### src/rtl/crf_pkg.sv
// Shared types and constants for the circle raster framebuffer.
// No dependencies; every other file in rtl/ but crf_ram imports this package.
package crf_pkg;

  localparam int COORD_W    = 19;  // signed fixed point centre and radius
  localparam int CHAR_W     = 8;
  localparam int PIX_W      = 8;   // read position fields
  localparam int CMD_W      = 2;
  localparam int STAT_W     = 2;
  localparam int CFG_IDX_W  = 2;
  localparam int CFG_DATA_W = 9;
  localparam int MUL_W      = COORD_W + 1;  // radius minus one step needs a bit more

  localparam int                DIM_RESET = 256;
  localparam logic [CHAR_W-1:0] BG_RESET  = 8'd32;

  typedef enum logic [CMD_W-1:0] {
    CMD_CLEAR   = 2'd0,
    CMD_FILL    = 2'd1,
    CMD_OUTLINE = 2'd2,
    CMD_READ    = 2'd3
  } cmd_t;

  typedef enum logic [STAT_W-1:0] {
    STAT_DONE       = 2'd0,
    STAT_BAD_RADIUS = 2'd1,
    STAT_OUTSIDE    = 2'd2
  } status_t;

  typedef enum logic [CFG_IDX_W-1:0] {
    REG_WIDTH  = 2'd0,
    REG_HEIGHT = 2'd1,
    REG_BG     = 2'd2
  } cfg_reg_t;

  typedef enum logic [2:0] {
    S_IDLE,
    S_CLEAR,
    S_SETUP,
    S_DRAW,
    S_READ,
    S_RESP
  } state_t;

  // Which square the shared multiplier produces during setup
  typedef enum logic [1:0] {
    SQ_CX,
    SQ_CY,
    SQ_R,
    SQ_INNER
  } sq_sel_t;

  typedef struct packed {
    logic    sq_en;
    sq_sel_t sq_sel;
    logic    col_step;
    logic    row_step;
  } crf_dist_ctl_t;

endpackage

### src/rtl/crf_dist.sv
// Squared distance tracker for the raster sweep: squares set up through one
// shared multiplier, then stepped per column and per row by adds only.
// Depends on crf_pkg.
module crf_dist
  import crf_pkg::*;
#(
  parameter int MAX_WIDTH  = 256,
  parameter int MAX_HEIGHT = 256,
  parameter int FRAC_BITS  = 8
) (
  input  logic                      clk,
  input  crf_dist_ctl_t             ctl,
  input  logic signed [COORD_W-1:0] cx,
  input  logic signed [COORD_W-1:0] cy,
  input  logic signed [COORD_W-1:0] r,
  input  logic                      outline,
  output logic                      covered
);

  localparam int DIM_MAX = (MAX_WIDTH > MAX_HEIGHT) ? MAX_WIDTH : MAX_HEIGHT;
  localparam int DIM_W   = $clog2(DIM_MAX + 1);
  localparam int PW      = DIM_W + FRAC_BITS;
  localparam int DW      = ((PW > COORD_W - 1) ? PW : COORD_W - 1) + 2;
  localparam int SQW     = 2 * DW;

  localparam logic signed [MUL_W-1:0] STEP_M  = MUL_W'(1) << FRAC_BITS;
  localparam logic signed [DW-1:0]    STEP_D  = DW'(1) << FRAC_BITS;
  localparam logic signed [SQW-1:0]   STEP_SQ = SQW'(1) << (2 * FRAC_BITS);

  logic signed [DW-1:0]      dx_r, dy_r;
  logic signed [SQW-1:0]     dx2_r, dy2_r, cx2_r, r2_r, inner2_r;
  logic                      inner_pos_r;

  logic signed [MUL_W-1:0]   inner_w;
  logic signed [MUL_W-1:0]   mul_a;
  logic signed [2*MUL_W-1:0] prod;
  logic signed [SQW-1:0]     prod_ext;
  logic signed [DW-1:0]      ncx, ncy;
  logic signed [SQW-1:0]     dx_term, dy_term;
  logic signed [SQW-1:0]     d2;

  assign inner_w = $signed({r[COORD_W-1], r}) - STEP_M;
  assign ncx = DW'(0) - $signed({{(DW-COORD_W){cx[COORD_W-1]}}, cx});
  assign ncy = DW'(0) - $signed({{(DW-COORD_W){cy[COORD_W-1]}}, cy});

  always_comb begin
    unique case (ctl.sq_sel)
      SQ_CX:    mul_a = $signed({cx[COORD_W-1], cx});
      SQ_CY:    mul_a = $signed({cy[COORD_W-1], cy});
      SQ_R:     mul_a = $signed({r[COORD_W-1], r});
      SQ_INNER: mul_a = inner_w;
      default:  mul_a = '0;
    endcase
  end

  assign prod     = mul_a * mul_a;
  assign prod_ext = SQW'(prod);

  // (d + S)^2 = d^2 + 2*S*d + S^2
  assign dx_term = $signed({{(SQW-DW){dx_r[DW-1]}}, dx_r}) <<< (FRAC_BITS + 1);
  assign dy_term = $signed({{(SQW-DW){dy_r[DW-1]}}, dy_r}) <<< (FRAC_BITS + 1);

  always_ff @(posedge clk) begin
    if (ctl.sq_en) begin
      unique case (ctl.sq_sel)
        SQ_CX: begin
          cx2_r <= prod_ext;
          dx2_r <= prod_ext;
          dx_r  <= ncx;
        end
        SQ_CY: begin
          dy2_r <= prod_ext;
          dy_r  <= ncy;
        end
        SQ_R: begin
          r2_r <= prod_ext;
        end
        SQ_INNER: begin
          inner2_r    <= prod_ext;
          inner_pos_r <= ~inner_w[MUL_W-1];
        end
        default: begin
          inner_pos_r <= inner_pos_r;
        end
      endcase
    end else if (ctl.row_step) begin
      dy2_r <= dy2_r + dy_term + STEP_SQ;
      dy_r  <= dy_r + STEP_D;
      dx2_r <= cx2_r;
      dx_r  <= ncx;
    end else if (ctl.col_step) begin
      dx2_r <= dx2_r + dx_term + STEP_SQ;
      dx_r  <= dx_r + STEP_D;
    end
  end

  assign d2      = dx2_r + dy2_r;
  assign covered = (d2 <= r2_r) && !(outline && inner_pos_r && (d2 <= inner2_r));

endmodule

### config.mk
export PLATFORM = sky130hd
export DESIGN_NAME = crf_dist
export DESIGN_NICKNAME = d
export VERILOG_FILES = /design/src/rtl/crf_pkg.sv /design/src/rtl/crf_dist.sv
export SDC_FILE = /design/constraint.sdc
export NUM_CORES = 2
export LEC_CHECK = 0
export ABC_CLOCK_PERIOD_IN_PS = 8820
export BUFFER_PORTS_ARGS = -buffer_cell sky130_fd_sc_hd__buf_2
export CAP_MARGIN = 20
export CORE_ASPECT_RATIO = 0.75
export CORE_UTILIZATION = 40
export CTS_CLUSTER_DIAMETER = 60
export DETAILED_ROUTE_END_ITERATION = 8
export PLACE_DENSITY = 0.63
export SLEW_MARGIN = 10
export SYNTH_ARGS = -nofsm -noshare
export SYNTH_HDL_FRONTEND = slang
export SYNTH_SLANG_ARGS = --single-unit
### constraint.sdc
create_clock -name clk -period 8.82 [get_ports clk]
set_input_delay 0.441 -clock clk [delete_from_list [all_inputs] [get_ports clk]]
set_output_delay 0.441 -clock clk [all_outputs]
set_load 0.005 [all_outputs]
---- Word-level counts from Yosys, hierarchy flattened ----
Cells that the tools add are included.
operators by class
  add/sub/neg operators ................... 10
  multipliers ............................. 1
  $lt $le $gt $ge ......................... 2
  equal/unequal tests ..................... 5
  mux-type cells .......................... 15
  bitwise operators ....................... 1
  reduce and logical (&&, ||, !) cells .... 12
operator list
  cell                                                  count
  two-way mux 40 bit                                    7
  two-way mux 20 bit                                    7
  adder 40 x 18 -> 40 bit (second input constant)       2
  adder 40 x 29 -> 40 bit                               2
  <= comparator 40 bit                                  2
  case mux 20 bit (4 select lines)                      1
  adder 20 x 10 -> 20 bit (second input constant)       2
  adder 40 bit                                          1
  multiplier 20 x 20 -> 40 bit                          1
  subtractor 1 x 19 -> 20 bit (first input constant)    2
  subtractor 19 x 10 -> 20 bit (second input constant)  1
  AND reduction 2 bit                                   5
  equality test 2 bit (second input constant)           2
  != test 2 x 1 -> 1 bit (second input constant)        2
  logical AND 1 bit                                     3
  nonzero test 3 bit                                    1
  equality test 2 x 1 -> 1 bit (second input constant)  1
  logical NOT 2 bit                                     1
  nonzero test 2 bit                                    1
  logical NOT 1 bit                                     1
  NOT 1 bit                                             1
storage, ports and cells
  flip-flop bits (word level) ............. 241
  output and inout bits ................... 1
  logic and storage cells ................. 54

---- Depth between registers and ports, before layout ----
  depth in word-level cells ............... 5
  depth in mapped cells ................... 36

---- Least setup slack after synthesis ----
Ideal clock, no wire load.
  path type ............................... input to register
  start ................................... input port r[15]
  end ..................................... register dx2_r[38], data pin
  library setup time ...................... 152 ps
  data arrival time ....................... 8425 ps
  required time ........................... 8668 ps
  path slack .............................. 243 ps
  cell stages on the path ................. 28
  buffers on the path ..................... 1
  path through ............................ or4_1 nor3_1 a31oi_1 a21o_1 clkinv_1 clkbuf_1 nand2_1 fa_1 fa_1 fa_1 inv_1 fa_1 fa_1 inv_1 fa_1 fa_1 inv_1 ha_1 a21oi_1 o21bai_1 a21oi_1 nor2_1 a211oi_1 nand4bb_1 and3_1 a311oi_1 mux2_1 o21ai_0
between the ends
  word-level cells in the longest chain between the ends .. 5
ends and longest elaborated chain
  what                                  line            source
  start, declared                       crf_dist.sv:15  input logic signed [COORD_W-1:0] r,
  subtractor 19 x 10 -> 20 bit          crf_dist.sv:42  assign inner_w = $signed({r[COORD_W-1], r}) - STEP_M;
  case mux 20 bit (4 select lines) (*)  crf_dist.sv:47  unique case (ctl.sq_sel)
  multiplier 20 x 20 -> 40 bit (*)      crf_dist.sv:56  assign prod = mul_a * mul_a;
  two-way mux 40 bit (*)                crf_dist.sv:65  unique case (ctl.sq_sel)
  two-way mux 40 bit (*)                crf_dist.sv:64  if (ctl.sq_en) begin
  end signal, assigned                  crf_dist.sv:68  dx2_r <= prod_ext;
  end signal, assigned                  crf_dist.sv:89  dx2_r <= cx2_r;
  end signal, assigned                  crf_dist.sv:92  dx2_r <= dx2_r + dx_term + STEP_SQ;
  end, declared                         crf_dist.sv:31  logic signed [SQW-1:0] dx2_r, dy2_r, cx2_r, r2_r, inner2_r;
Mark *: on every way between the ends. The rest lies on a longest branch, timed or not. The select of a mux whose other input is x is not followed.
A chain may end at the register's enable or synchronous reset.

---- Worst setup path in the final report ----
  start ................................... input port r[8]
  end ..................................... register dy2_r[39], data pin
between the ends
  word-level cells in the longest chain between the ends .. 5
ends and longest elaborated chain
  what                                  line            source
  subtractor 19 x 10 -> 20 bit          crf_dist.sv:42
  case mux 20 bit (4 select lines) (*)  crf_dist.sv:47
  multiplier 20 x 20 -> 40 bit (*)      crf_dist.sv:56
  via prod[39]                          crf_dist.sv:36  logic signed [2*MUL_W-1:0] prod;
  two-way mux 40 bit (*)                crf_dist.sv:65
  two-way mux 40 bit (*)                crf_dist.sv:64
  end signal, assigned                  crf_dist.sv:72  dy2_r <= prod_ext;
  end signal, assigned                  crf_dist.sv:87  dy2_r <= dy2_r + dy_term + STEP_SQ;
  end, declared                         crf_dist.sv:31
The timed path passes the listed nets; every way through them passes the cells marked *. The select of a mux whose other input is x is not followed.

==> metrics <==
CP Capture Type flip-flop; Slew @ Worst Pin 1.28 ns; period utilisation layout 0.954; final hold slack roughly 0.30 ns; Tmin final approximately 8.4 ns; slowest CP cell xnor2_1; crit path DAT approximately 9 ns; final hold violations 0; top-area cell type share of the netlist area 0.251; DRC 0; Post-DP HPWL roughly 70000 µm; Buf/Inv on CP 10; CP Launch Type primary input; CP delay by family, top adder cells; CP Max Fanout 11; Seq/Total Area, Yosys 0.232; DIE AREA 0.0774 mm²; fin util 0.446; Overflow after GRT 0; pin count of the biggest net entering global routing a little under 60; leading area contributor after synthesis fa_1; total track usage 0.229; number of detailed-route iterations in the first pass 5; DRT iter0 DRCs 1902; Hold Path Class in2reg; CTS buffer count 26; initial antenna violation count 5; Initial Utilization 0.405; post-synth cell types a little over 80; number of I/O pins 65; Ys Warns 0; CTS clk-pin slew, worst paths ~0.07 ns; Max Root-Sink Buffers 3; Max Freq around 120 MHz; Clock Sinks 236; syn nets just under 4000; Rel. slew slack 0.144; Skew-Pair Late Insertion Delay roughly 0.57 ns; Via-to-Cell Ratio about 5.3; outcome finished, final reports clean; Die W between 300 and 400 µm; Finished Layout Cells between 4000 and 5000; Root Driver clkbuf_16; number of nets in the layout 4024; Post-synth ARST share 0; Setup violations, final 0; RSZ-0062 raised after global routing false; wirelength, routed approximately 85000 µm; critical path data required time around 9.3 ns; Final GP Congestion around 0.94; Primary FF master, synth edfxtp_1; Syn Inst Count a little over 3000; final clock skew 0.0280 ns; cell row count 87; synthesized cell area between 0.03 and 0.04 mm²; Area after DPL 0.0327 mm²; post-route ant nets 0; TritonCTS clock tree done; Post-synth top cells inv_1 (560), fa_1 (383), ha_1 (350); Avg Cell Area, Syn roughly 10 µm²; vias in the first global route 23000; count leader, synth inv_1; largest cells by area after synthesis fa_1 (25%), edfxtp_1 (23%), ha_1 (14%), inv_1 (6.9%), xnor2_1 (3.5%); CORE AREA ~0.075 mm²; post-route cell area 0.0336 mm²; htree depth 1; first-pass GRT wire length approximately 140000 µm; post-CTS setup buffers 0; Inst Count DP around 4200; FF+latch count, synth 236; Layout Area Growth over Synthesis 10.1%; number of synthesized flops with an enable pin ~240; DR vias between 20000 and 25000; # Max-Cap Violations 0; fin. max-slew vios 0; IO buf count 64; type of the worst setup path in2reg; Critical Path Max Stage Delay 0.76 ns; wire length per cell around 20 µm; layout cell share with drive strength beyond 1 0.0822; Die Ht approximately 240 µm
-- path summary, 6_finish.rpt --
check	startpoint	endpoint	slack (ns)	depth (start not counted)
max	r[8]	dy2_r[39]	0.41	36
max reg2reg	dy_r[1]	dy2_r[38]	4.45	13
min	cy[2]	dy_r[2]	0.30	3
min reg2reg	cx2_r[0]	dx2_r[0]	0.52	1
-- tightest hold or removal path: stages --
cell	delay, ns
buf_2	0.15
xor2_1	0.09
nor2_1	0.08
-- per-layer routing --
metal | GRT usage | vias to the layer above | routed length [µm]
met5 | 0.0123 | - | 150
met4 | 0.0411 | 6 | 1420
met3 | 0.0636 | 80 | 9280
met2 | 0.320 | 848 | 33000
met1 | 0.350 | 11100 | 41300
li1 | - | 10600 | -
-- per-stage QoR --
| step | setup TNS [ns] | setup WS [ns] |
|---|---|---|
| floorplan | 0 | 0.243 |
| global placement | -0.0433 | -0.0433 |
| detailed placement | -0.521 | -0.114 |
| CTS | 0 | 0.452 |
| global route | 0 | 0.00591 |
| finish | 0 | 0.406 |
-- sequential cells by signal (all words and copies together), names as in the netlist --
signal,count
r2_r,39
dy2_r,39
dx2_r,39
inner_pos_r,1
cx2_r,39
inner2_r,39
dx_r,20
dy_r,20
-- cell type report --
class | instances | area (µm²)
Multi-Input combinational cell | 2227 | 21000
Clock buffer | 26 | 651
Antenna cell | 2 | 5.00
Tap cell | 1023 | 1280
Fill cell | 7270 | 41700
Clock inverter | 22 | 255
Inverter | 567 | 2130
Sequential cell | 236 | 7090
Timing Repair Buffer | 169 | 1160
-- kinds of logic after synthesis --
kind of cell	Yosys count	share of synthesized area
simple gates	708	0.105
xor+xnor	200	0.0574
buf+inv	645	0.0794
mux	34	0.0117
compound gates	552	0.119
flops	236	0.232
fa+ha+maj	733	0.395
-- cells in the final DEF (no fill, tap or decap), types with 99 or more instances in the layout --
| cell type | netlist | routed |
|---|---|---|
| inv_1 | 560 | 560 |
| xnor2_1 | 122 | 121 |
| edfxtp_1 | 236 | 236 |
| nor2_1 | 242 | 241 |
| a21oi_1 | 147 | 147 |
| ha_1 | 350 | 350 |
| fa_1 | 383 | 383 |
| nand2_1 | 224 | 224 |
| a21o_1 | 100 | 99 |
| buf_4 | 0 | 102 |
-- repair_timing --
item / 4_1_cts / 5_1_grt
resized for setup: 0 / 2
endpoints found under the setup margin: 0 / 6
hold buffers: 0 / 0
Power is left out: the tool's default activity adds up to more than one toggle a clock period on the data nets, which glitch-free logic cannot reach.
